--- config.mk ---
export PLATFORM = sky130hd
export DESIGN_NAME = lpmr_front_flat
export DESIGN_NICKNAME = d
export VERILOG_FILES = /design/src/hdl/length_prefixed_message_ring_top_defines.svh /design/src/hdl/lpmr_pkg.sv /design/src/hdl/lpmr_req_if.sv /design/src/hdl/lpmr_front.sv /design/src/flat_wrapper.sv
export SDC_FILE = /design/constraint.sdc
export NUM_CORES = 1
export LEC_CHECK = 0
export BUFFER_PORTS_ARGS = -buffer_cell sky130_fd_sc_hd__buf_2
export CAP_MARGIN = 10
export CORE_ASPECT_RATIO = 1.25
export CORE_UTILIZATION = 30
export DETAILED_ROUTE_END_ITERATION = 10
export GPL_TIMING_DRIVEN = 0
export PLACE_DENSITY_LB_ADDON = 0.3
export SYNTH_ARGS = -nofsm -noshare
export SYNTH_HDL_FRONTEND = slang
export SYNTH_SLANG_ARGS = --single-unit
--- constraint.sdc ---
create_clock -name clk_i -period 5.1 [get_ports clk_i]
set_input_delay 0.765 -clock clk_i [delete_from_list [all_inputs] [get_ports clk_i]]
set_output_delay 0.765 -clock clk_i [all_outputs]
set_load 0.03 [all_outputs]
--- src/hdl/length_prefixed_message_ring_top_defines.svh ---
// Assertion macros for the length-prefixed message ring.
`ifndef LENGTH_PREFIXED_MESSAGE_RING_TOP_DEFINES_SVH
`define LENGTH_PREFIXED_MESSAGE_RING_TOP_DEFINES_SVH
// Checks that a condition implies another in the same cycle.
`define LPMR_ASSERT_IMP(label, clk, rst_n, cond, prop, msg) \
  label: assert property (@(posedge clk) disable iff (!rst_n) (cond) |-> (prop)) \
    else $error(msg);
// Checks that a condition implies another in the next cycle.
`define LPMR_ASSERT_NEXT(label, clk, rst_n, cond, prop, msg) \
  label: assert property (@(posedge clk) disable iff (!rst_n) (cond) |=> (prop)) \
    else $error(msg);
`endif

--- src/hdl/lpmr_pkg.sv ---
// Package with shared types and codes of the message ring.
package lpmr_pkg;
  localparam int unsigned PrefixBytes = 4;
  localparam int unsigned RingDepth = 4096;

  typedef enum logic [1:0] {
    OP_SEND_BEGIN = 2'd0,
    OP_SEND_BYTE  = 2'd1,
    OP_RECV_BEGIN = 2'd2,
    OP_RECV_BYTE  = 2'd3
  } op_e;

  typedef enum logic [2:0] {
    ST_OK        = 3'd0,
    ST_NO_SPACE  = 3'd1,
    ST_NOTHING   = 3'd2,
    ST_ZERO      = 3'd3,
    ST_CORRUPT   = 3'd4,
    ST_TOO_LARGE = 3'd5,
    ST_SEQ       = 3'd6
  } status_e;

  typedef struct packed {
    logic [1:0]  op;
    logic [11:0] msg_len;
    logic [7:0]  data_in;
    logic [12:0] max_len;
  } req_t;

  typedef struct packed {
    logic [2:0]  status;
    logic [7:0]  data_out;
    logic [12:0] msg_size;
    logic        last_byte;
    logic [11:0] bytes_ready;
    logic [11:0] free_space;
  } rsp_t;
endpackage

--- src/hdl/lpmr_req_if.sv ---
// Valid/ready channel interface carrying requests.
interface lpmr_req_if import lpmr_pkg::*; ();
  logic valid;
  logic ready;
  req_t data;
  modport source (output valid, output data, input ready);
  modport sink (input valid, input data, output ready);
endinterface

--- src/hdl/lpmr_front.sv ---
// Front stage: registers incoming requests into a two-entry queue.
module lpmr_front import lpmr_pkg::*; (
  input  logic clk_i,
  input  logic rst_ni,
  lpmr_req_if.sink in_req,
  output logic q_valid_o,
  output req_t q_data_o,
  input  logic q_pop_i,
  input  logic flush_i
);
  req_t       mem_q [2];
  logic       wptr_q, rptr_q;
  logic [1:0] cnt_q;
  logic       push;

  assign in_req.ready = (cnt_q != 2'd2) && !flush_i;
  assign push = in_req.valid && in_req.ready;
  assign q_valid_o = (cnt_q != 2'd0);
  assign q_data_o = mem_q[rptr_q];

  always_ff @(posedge clk_i) begin
    if (push) mem_q[wptr_q] <= in_req.data;
  end

  always_ff @(posedge clk_i or negedge rst_ni) begin
    if (!rst_ni) begin
      wptr_q <= 1'b0;
      rptr_q <= 1'b0;
      cnt_q  <= 2'd0;
    end else begin
      if (push) wptr_q <= ~wptr_q;
      if (q_pop_i) rptr_q <= ~rptr_q;
      cnt_q <= cnt_q + {1'b0, push} - {1'b0, q_pop_i};
    end
  end
endmodule

--- src/flat_wrapper.sv ---
// flat-port wrapper written by rule: the top's interface ports become plain ports
module lpmr_front_flat import lpmr_pkg::*;
  (clk_i, rst_ni, q_valid_o, q_data_o, q_pop_i, flush_i, in_req_valid, in_req_data, in_req_ready);
  lpmr_req_if in_req_i ();
  input  logic clk_i;
  input  logic rst_ni;
  output logic q_valid_o;
  output req_t q_data_o;
  input  logic q_pop_i;
  input  logic flush_i;
  input wire logic [$bits(in_req_i.valid)-1:0] in_req_valid;
  input wire logic [$bits(in_req_i.data)-1:0] in_req_data;
  output wire logic [$bits(in_req_i.ready)-1:0] in_req_ready;
  assign in_req_i.valid = in_req_valid;
  assign in_req_i.data = in_req_data;
  assign in_req_ready = in_req_i.ready;
  lpmr_front u_core (.clk_i(clk_i), .rst_ni(rst_ni), .in_req(in_req_i), .q_valid_o(q_valid_o), .q_data_o(q_data_o), .q_pop_i(q_pop_i), .flush_i(flush_i));
endmodule
# Word-level counts from Yosys, hierarchy flattened

Memory sizes are Yosys's and may differ from the RTL's.
Cells that the tools add are included.

Add/sub/neg operators: 2
Equality and inequality tests: 1
Muxes and demuxes: 2
Bitwise logic cells: 2
Reduce and logical (&&, ||, !) cells: 4

Operators by type and width:

| cell               | number |
|---|---|
| $add 2x1->2        | 1 |
| $logic_and 1x1->1  | 2 |
| $mux 1             | 2 |
| $ne 2x2->1 const B | 1 |
| $not 1->1          | 2 |
| $reduce_bool 2->1  | 1 |
| $sub 2x1->2        | 1 |
| $logic_not 1->1    | 1 |

Flip-flop bits (word level): 4
RAM bits: 70
Bits of input ports: 40
Word-level logic and storage cells: 15
Memories: 1

Memories:

| memory       | words | width | rd ports | clocked after Yosys merged registers in | wr ports | line             | RTL |
|---|---|---|---|---|---|---|---|
| u_core.mem_q | 2     | 35    | 1        | 0                                       | 1        | lpmr_front.sv:11 | `req_t mem_q [2];` |

# Longest topological paths before layout

Gate-level depths: netlist of the first run.

Word-level depth: 5
Gate-level depth with buffers: 6
Mapped depth without buffers: 6

# Worst setup path after synthesis of the first run

OpenSTA, ideal clock, no wires.

Path kind: input -> register
Start: input port in_req_valid
End: memory u_core.mem_q[0][0] (netlist name) (enable)
Library setup time: 427 ps
Data arrival time: 2,490 ps
Data required time: 4,673 ps
Setup slack: 2,183 ps
Cell stages on the path: 3
Path through: nor2b_1 > nand2_1 > nor2_1

Word-level cells in the longest chain between the ends: 3

RTL lines:

| item                         | line               | RTL |
|---|---|---|
| start, declared              | flat_wrapper.sv:11 | `input wire logic [$bits(in_req_i.valid)-1:0] in_req_valid;` |
| $logic_and 1x1->1            | lpmr_front.sv:17   | `assign push = in_req.valid && in_req.ready;` |
| $mux 1                       | lpmr_front.sv:22   | `if (push) mem_q[wptr_q] <= in_req.data;` |
| $mux 1 (implied by the code) | lpmr_front.sv:22   |  |
| end, declared                | lpmr_front.sv:11   |  |

Every way passes these cells.

==> impl_metrics.csv, run 1 <==
group,metric,value,unit
status,status,"completed",
placement,port_buffers,76,
cts,htreeDepth,3,
worst_setup_path,max_stage_delay,330,ps
timing,fmax,443.7,MHz
cts,clock_latency,330,ps
layout,fillers,870,
cts,cts_buffers,9,
cts,ctsResizeCount,0,
grt,met3_usage,4.303,%
grt,gr-usage-all-layers,9.953,%
placement,hpwl,3122,um
grt,grt_use_met1,10.80,%
layout,final_cell_mix,"buf_2 (76), edfxtp_1 (70), mux2_4 (29), clkbuf_16 (9), mux2_2 (6)",
synth,syn-cell-area,2885,sq um
layout,nets,259,
grt,grt_remaining_overflow,0,
die,rows,39,
synth,synth_area_leaders,"edfxtp_1 (73%), mux2_4 (15%), dfrtp_1 (3.5%)",
timing,finalSetupViolations,0,
routing,wl,4653,um
timing,setup_slack,2846,ps
synth,synth.largest_area_cell,"edfxtp_1",
layout,final_common_cell,"buf_2",
worst_setup_path,start_kind,"flop",
die,io_pins,77,
routing,postRouteAntennaNets,0,
layout,multi_input_area,609.3,sq um
placement,placed_area,3456,sq um
timing,finalHoldViolCount,0,
timing,tightest_slew,889.1,ps
routing,drt_iter0_drc,28,
cts,clkTransAtPathRegs,50,ps
cts,cts_setup_buffers,0,
cts,clockBufferDepth,2,
timing,period_needed,2254,ps
die,start_util,31.28,%
worst_setup_path,crit_required,4340,ps
layout,drive_gt1_share,60.18,%
cts,holdBufCountCts,0,
timing,finClkSkew,5.178,ps
routing,wl_per_cell,13.53,um
routing,drc_errors,0,
worst_setup_path,crit_type,"reg2out",
routing,routed_via_density,4.151,
placement,place_congestion,0.6429,
die,die_area,10020,sq um
synth,synth_cell_types,17,
routing,vias,1428,
power,total_power,2.252,mW
grt,grt_pass1_vias,1420,
placement,preCtsSetupSlack,2834,ps
worst_hold_path,hold_path.class,"in2async",
cts,cts_tree,"done",
cts,root_buffer,"clkbuf_16",
die,dieWidth,89.72,um
timing,setup_tns,0,ps
power,powerDensity,594.5,nW/um^2
run,cap_violations,0,
die,core,9223,sq um
cts,clock_sinks,74,
layout,finish.utilization,41.08,%
die,die_h,111.6,um
worst_setup_path,critical_path.cell_chain,"buf_6 -> buf_12 -> mux2_4 -> buf_2",
routing,drt_first_pass_iters,4,
layout,diodes,0,
worst_setup_path,cp.arrival,1490,ps
power,p_leak,1.518,nW
grt,antenna_found_initial,0,
synth,synthesis.nets,171,
power,peakVddDrop,0.3292,mV
synth,yosysTopAreaCellShare,72.85,%
timing,post-route-period-util,44.19,%
worst_setup_path,cp-end-kind,"output pin",
timing,slew_viol_final,0,
synth,syn_area_per_cell,22.37,sq um
grt,grt_pass1_wl,7065,um
synth,syn_inst,129,
worst_setup_path,cp_max_fo,10,
layout,final-seq-area,2202,sq um
synth,yosys_warnings,0,
synth,synth_seq_cells,74,
layout,syn_to_final_growth,31.31,%
worst_setup_path,cpMaxStageDelayCell,"dfrtp_1",
timing,slew_headroom,40.73,%
grt,grt_busiest_layer,"met2",
worst_setup_path,r2r_cells,2,
synth,ys_seq_area_share,76.32,%
layout,stdcell_area,3789,sq um
grt,grt_max_degree,36,
grt,grt_use_met2,16.15,%
timing,rsz0062_at_grt,"false",
==> per-stage QoR <==
stage	hold WS (ps)	std cells
floorplan	460.4	129
global placement	478.7	328
detailed placement	523.7	329
CTS	224.9	344
global route	233.8	344
finish	235.4	344
==> synth_stat cells <==
| master | n |
|---|---|
| nand2_1 | 1 |
| a21oi_1 | 1 |
| and3_1 | 1 |
| edfxtp_1 | 70 |
| nand2b_1 | 1 |
| ha_1 | 2 |
| inv_1 | 3 |
| nor2_1 | 1 |
| xor2_1 | 1 |
| or2_2 | 1 |
| buf_12 | 3 |
| buf_6 | 1 |
| mux2_2 | 6 |
| dfrtp_1 | 4 |
| xnor2_1 | 3 |
| nor2b_1 | 1 |
| mux2_4 | 29 |
==> sequential cells by signal (all words and copies together), names as in the netlist <==
register	flops
u_core.wptr_q	1
u_core.cnt_q	2
u_core.mem_q	70
u_core.rptr_q	1
==> layer usage <==
metal / vias to the layer above / share of wire [%] / routed length (um)
li1: 676 / - / -
met1: 690 / 41 / 1930
met2: 54 / 50 / 2334
met3: 8 / 6.2 / 290
met4: 0 / 2.1 / 98
met5: - / 0 / 0
==> critical path, delay by kind of cell (launching register included) <==
kind,cells,cell delay (ps)
mux,1,300
flops,1,330
buf+inv,3,520
==> kinds of logic (layout without fill, tap and decap cells) <==
group | Yosys count | count (layout) | share of synthesized area (%)
xor+xnor | 4 | 4 | 1.214
compound gates | 1 | 1 | 0.1733
mux | 35 | 35 | 17.43
simple gates | 6 | 6 | 1.128
fa+ha+maj | 2 | 2 | 0.8672
buf+inv | 7 | 99 | 2.862
flops | 74 | 74 | 76.32
==> layout make-up <==
cell class,instances,share of cell area [%]
tap,123,4.062
buffer,4,1.882
multi-input combinational,48,16.08
sequential,74,58.12
clock inverter,5,2.741
timing repair buffer,77,10.77
clock buffer,10,6.044
inverter,3,0.2972
==> power breakdown <==
part           internal (mW)  switching, mW
Sequential             0.763         0.0283
Combinational          0.331          0.431
Clock                  0.475          0.225
==> path summary, 6_finish.rpt <==
kind                                 start                  end  slack [ps]
max in group asynchronous           rst_ni      u_core.cnt_q[1]        4740
max                          u_core.rptr_q         q_data_o[31]        2850
min                                 rst_ni      u_core.cnt_q[0]         240
min in group clk_i         u_core.cnt_q[1]      u_core.cnt_q[1]         530
max reg2reg                u_core.cnt_q[1]  u_core.mem_q[1][23]        3410
min reg2reg                u_core.cnt_q[1]      u_core.cnt_q[1]         530
Power figures use the tool's default switching activity.
==> inputs of run 2 (changes only) <==
ABC_AREA = 1   (was default)
clock period = 1.95 ns   (was 5.1 ns; I/O delays follow)
==> run 2 against run 1 <==
Worst hold slack lost 83 ps. Sequential power grew to 2.6 times the previous value. Flip-flop and latch count is the same. Critical path type is now reg2reg. Critical endpoint is now u_core.mem_q[1][20]. Highest routed layer unchanged. Clock power grew to 2.6 times the previous value. Synthesized cell count grew 65%. Cell area grew 2.5%. Area after synthesis grew 2.9%.
==> impl_metrics.csv, run 2 <==
group,metric,value,unit
layout,reg_top3,"u_core.mem_q: 70 flops, u_core.cnt_q: 2 flops",
synth,post-synth-top-count-cell,"edfxtp_1",
timing,finalHoldViolCount,0,
power,total_power,6.177,mW
routing,drc_errors,0,
worst_setup_path,cp_max_fo,18,
die,start_util,30.90,%
grt,grt_pass1_vias,1785,
status,status,"completed",
routing,postRouteAntennaNets,0,
die,io_pins,77,
worst_setup_path,cp-end-kind,"flop",
timing,period_needed,1765,ps
worst_setup_path,r2r_cells,4,
synth,ys_seq_area_share,74.17,%
worst_setup_path,critical_path.cell_chain,"nand2_1 -> nand3_1 -> nor2_4 -> buf_16",
die,core,9609,sq um
routing,drt_iter0_drc,67,
cts,holdBufCountCts,1,
routing,wl_per_cell,12.16,um
layout,final_common_cell,"buf_2",
synth,yosys_warnings,0,
routing,routed_via_density,4.150,
timing,post-route-period-util,90.50,%
grt,grt_pass1_wl,8687,um
timing,finalSetupViolations,0,
synth,ys.flop_type,"edfxtp_1",
layout,final_cell_mix,"buf_2 (76), edfxtp_1 (70), nand2_1 (44), inv_1 (43), o21ai_2 (29)",
cts,clkTransAtPathRegs,60,ps
synth,synth_cell_types,14,
worst_setup_path,max_stage_delay,540,ps
cts,ctsResizeCount,0,
timing,slew_viol_final,0,
placement,preCtsSetupSlack,187.5,ps
synth,syn-cell-area,2969,sq um
grt,grt_remaining_overflow,0,
grt,grt_max_degree,36,
synth,yosysTopAreaCellShare,70.80,%
worst_setup_path,cp.arrival,1790,ps
cts,clock_latency,320,ps
power,p_leak,1.674,nW
worst_setup_path,worst-path-stages,4,
die,die_h,113.2,um
layout,diodes,0,
synth,synth_area_leaders,"edfxtp_1 (71%), o21ai_2 (8.6%), inv_1 (5.6%)",
die,dieWidth,90.98,um
layout,syn_to_final_growth,30.85,%
worst_setup_path,cp_top_family,"simple AND/OR/NAND/NOR gates",
layout,stdcell_area,3885,sq um
cts,clock_sinks,74,
routing,wl,5267,um
die,die_area,10300,sq um
cts,root_buffer,"clkbuf_16",
worst_setup_path,worst-r2r-setup-slack,190,ps
synth,syn_area_per_cell,13.94,sq um
timing,setup_slack,185.2,ps
layout,finish.utilization,40.43,%
cts,cts_buffers,9,
layout,largest-register,"u_core.mem_q",
timing,finClkSkew,6.456,ps
worst_setup_path,startpoint,"u_core.cnt_q[1]",
die,rows,40,
synth,synthesis.nets,255,
synth,synth_seq_cells,74,
grt,gr-usage-all-layers,11.38,%
placement,port_buffers,76,
cts,clockBufferDepth,2,
synth,synth.largest_area_cell,"edfxtp_1",
worst_hold_path,hold_path.class,"in2reg",
layout,nets,344,
timing,rsz0062_at_grt,"false",
layout,largest_register_ffs,70,
cts,htreeDepth,3,
power,peakVddDrop,0.8081,mV
placement,placed_area,3542,sq um
synth,syn_inst,213,
timing,tightest_slew,814.4,ps
run,cap_violations,0,
cts,cts_tree,"done",
timing,fmax,566.6,MHz
worst_setup_path,crit_type,"reg2reg",
placement,hpwl,3604,um
worst_setup_path,start_kind,"flop",
cts,cts_setup_buffers,0,
worst_setup_path,rr_startpoint,"u_core.cnt_q[1]",
worst_setup_path,cpMaxStageDelayCell,"nor2_4",
worst_setup_path,crit_required,1980,ps
grt,antenna_found_initial,0,
worst_setup_path,endpoint,"u_core.mem_q[1][20]",
layout,drive_gt1_share,42.35,%
worst_setup_path,r2r-end,"u_core.mem_q[1][20]",
power,powerDensity,1590,nW/um^2
placement,place_congestion,0.6892,
synth,synth_common_cells,"edfxtp_1 (70), inv_1 (44), nand2_1 (44)",
routing,drt_first_pass_iters,5,
routing,vias,1797,
synth,synthArstFlopShare,5.405,%
timing,setup_tns,0,ps
timing,slew_headroom,45.63,%
synth,synth-edff-count,70,
worst_setup_path,path_buf_inv,1,
==> run 2: power breakdown <==
| part | total [mW] | switching [mW] | internal [mW] |
|---|---|---|---|
| registers | 2.05 | 0.0578 | 1.99 |
| logic | 2.31 | 1.59 | 0.721 |
| clock network | 1.82 | 0.583 | 1.23 |
| total | 6.18 | 2.23 | 3.94 |
==> run 2: worst register-to-register path, stage by stage, from the launching register on <==
cell and delay [ps]:
dfrtp_1 420, nand2_1 100, nand3_1 150, nor2_4 540, buf_16 240
==> run 2: cell type report <==
class	count	area (sq um)
Buffer	8	93.84
Clock buffer	9	225.2
Clock inverter	7	107.6
Fill cell	916	5724
Inverter	44	165.2
Multi-Input combinational cell	87	515.5
Sequential cell	74	2202
Tap cell	126	157.7
Timing Repair Buffer	78	417.9
==> run 2: worst min-delay path by stage <==
stage	cells after the start	end	slack [ps]	startpoint
after detailed placement	1	u_core.wptr_q	110	rst_ni
after global routing	1	u_core.mem_q[0][1]	140	in_req_data[1]
final	1	u_core.mem_q[0][4]	150	in_req_data[4]
after global placement	1	u_core.wptr_q	110	rst_ni
after floorplan	0	u_core.cnt_q[0]	-3	rst_ni
after CTS	1	u_core.mem_q[0][2]	140	in_req_data[2]
==> run 2: logic make-up after synthesis <==
group	count (synthesis)	synth area share, %
xor gates and xnor gates	1	0.2950
and+or+nand+nor	48	6.237
DFF	74	74.17
buffers and inverters	52	8.723
adders and majority gates	2	0.8427
AOI/OAI and AO/OA	36	9.734
==> run 2: through the flow <==
stage               hold WS (ps)  instances
finish                     152.2        433
global route               141.8        433
CTS                        139.0        433
detailed placement         106.0        416
global placement           106.0        415
floorplan                 -3.091        213
==> run 2: per-layer routing <==
layer | wire length (um) | vias to the layer above | global-route usage (%)
met5 | 0 | - | 0
met4 | 66 | 0 | 4.656
met3 | 273 | 9 | 4.368
met2 | 2756 | 52 | 19.34
met1 | 2170 | 842 | 12.84
li1 | - | 894 | -
==> inputs of run 3 (changes only) <==
ABC_AREA = default   (was 1)
==> run 3 against run 2 <==
Global-route usage down 1.3 points. Via count down 21%. Routed wire length down 11%. Critical endpoint is now q_data_o[32]. Clock skew down 2.3 ps.
==> impl_metrics.csv, run 3 (synthesized netlist as in run 1, its figures left out) <==
group,metric,value,unit
worst_setup_path,worst-path-stages,4,
worst_hold_path,hold_path.class,"in2reg",
worst_hold_path,whs_path_depth,1,
layout,largest_register_ffs,70,
timing,slew_viol_final,0,
worst_setup_path,cpMaxStageDelayCell,"dfrtp_1",
worst_setup_path,cp_max_fo,10,
grt,grt_pass1_vias,1466,
die,io_pins,77,
routing,wl,4691,um
timing,slew_headroom,41.68,%
grt,gr-usage-all-layers,10.07,%
worst_setup_path,cp_top_family,"buffers and inverters",
grt,grt_max_degree,36,
cts,cts_setup_buffers,0,
cts,cts_tree,"done",
worst_setup_path,r2r_cells,2,
timing,finalSetupViolations,0,
routing,drt_iter0_drc,32,
die,start_util,31.28,%
die,die_area,10020,sq um
worst_setup_path,crit_type,"reg2out",
timing,timing.hold.ws,151.6,ps
layout,syn_to_final_growth,30.36,%
power,powerDensity,1505,nW/um^2
cts,clock_latency,330,ps
timing,finClkSkew,4.199,ps
layout,diodes,0,
placement,preCtsSetupSlack,191.8,ps
layout,reg_top3,"u_core.mem_q: 70 flops, u_core.cnt_q: 2 flops",
timing,fmax,562.1,MHz
timing,setup_tns,0,ps
routing,wl_per_cell,13.56,um
placement,placedCellCount,329,
timing,tightest_slew,874.7,ps
cts,clkTransAtPathRegs,60,ps
die,dieWidth,89.72,um
run,cap_violations,0,
routing,drc_errors,0,
worst_setup_path,cp-end-kind,"output pin",
worst_setup_path,critical_path.cell_chain,"buf_6 -> buf_12 -> mux2_4 -> buf_2",
placement,hpwl,3084,um
timing,period_needed,1779,ps
routing,routed_via_density,4.107,
placement,placed_area,3456,sq um
die,rows,39,
cts,root_buffer,"clkbuf_16",
layout,layout.cells.non_filler,346,
die,core,9223,sq um
cts,htreeDepth,3,
placement,port_buffers,76,
worst_setup_path,start_kind,"flop",
layout,stdcell_area,3761,sq um
power,peakVddDrop,0.7531,mV
worst_setup_path,max_stage_delay,370,ps
worst_setup_path,path_buf_inv,3,
timing,post-route-period-util,91.24,%
layout,final_common_cell,"buf_2",
routing,drt_first_pass_iters,4,
timing,rsz0062_at_grt,"false",
worst_setup_path,crit_required,1660,ps
cts,clockBufferDepth,2,
grt,antenna_found_initial,0,
placement,place_congestion,0.6398,
layout,final_cell_mix,"buf_2 (76), edfxtp_1 (70), mux2_4 (29), clkbuf_16 (9), mux2_2 (6)",
layout,nets,260,
timing,finalHoldViolCount,0,
grt,grt_remaining_overflow,0,
layout,largest-register,"u_core.mem_q",
worst_setup_path,startpoint,"u_core.rptr_q",
grt,grt_pass1_wl,7176,um
timing,setup_slack,170.8,ps
status,status,"completed",
worst_setup_path,rr_startpoint,"u_core.cnt_q[1]",
layout,drive_gt1_share,60.54,%
power,p_leak,1.505,nW
die,die_h,111.6,um
worst_hold_path,min-delay-start,"in_req_data[0]",
cts,cts_buffers,9,
routing,postRouteAntennaNets,0,
cts,clock_sinks,74,
worst_setup_path,cp.arrival,1490,ps
routing,vias,1421,
==> run 3: changes by cell type in the layout (fill, tap and decap cells not counted), moves of 2 or more <==
cell	change
clkinv_4	+2
inv_1	-40
xnor2_1	+3
buf_6	-6
o21ai_2	-29
mux2_4	+29
nand2_1	-43
o21ai_1	-6
mux2_2	+6
nand3_1	-2
buf_12	+3
clkinv_1	-2
bufinv_16	-2
==> run 3: per-stage QoR <==
stage               total power, mW  utilization [%]
CTS                           5.753            40.78
finish                        5.660            40.78
detailed placement            4.137            37.47
global placement              4.095            37.10
global route                  5.903            40.78
floorplan                     3.656                -
==> run 3: power by group <==
group,switching [mW],total (mW),internal [mW],leakage [nW]
clock network,0.608,1.59,0.986,0.145
registers,0.0737,2.07,1.99,0.686
logic,1.13,2.00,0.866,0.674
==> run 3: worst paths after layout <==
check / to / slack [ps]
min reg2reg: u_core.cnt_q[1] / 540
max: q_data_o[32] / 170
min: u_core.mem_q[0][0] / 150
min in group asynchronous: u_core.cnt_q[0] / 290
max in group asynchronous: u_core.rptr_q / 1540
max reg2reg: u_core.mem_q[1][9] / 270
==> run 3: what timing repair did <==
action                                 CTS  global route
gates resized for setup                  0             0
endpoints found under the hold margin    4             0
hold buffers                             1             0
==> run 3: metal layers <==
metal / vias to the layer above / global-route usage (%) / wire length [um]
met3: 9 / 2.322 / 161
met4: 0 / 9.508 / 150
met1: 694 / 10.01 / 1845
met2: 39 / 17.28 / 2533
li1: 679 / - / -
met5: - / 0 / 0
==> run 3: area by class of cell <==
type / count / area (sq um)
sequential: 74 / 2202
multi-input combinational: 48 / 609.3
clock inverter: 7 / 70.07
clock buffer: 9 / 225.2
timing repair buffer: 78 / 417.9
fill: 857 / 5461
buffer: 4 / 71.32
inverter: 3 / 11.26
tap: 123 / 153.9
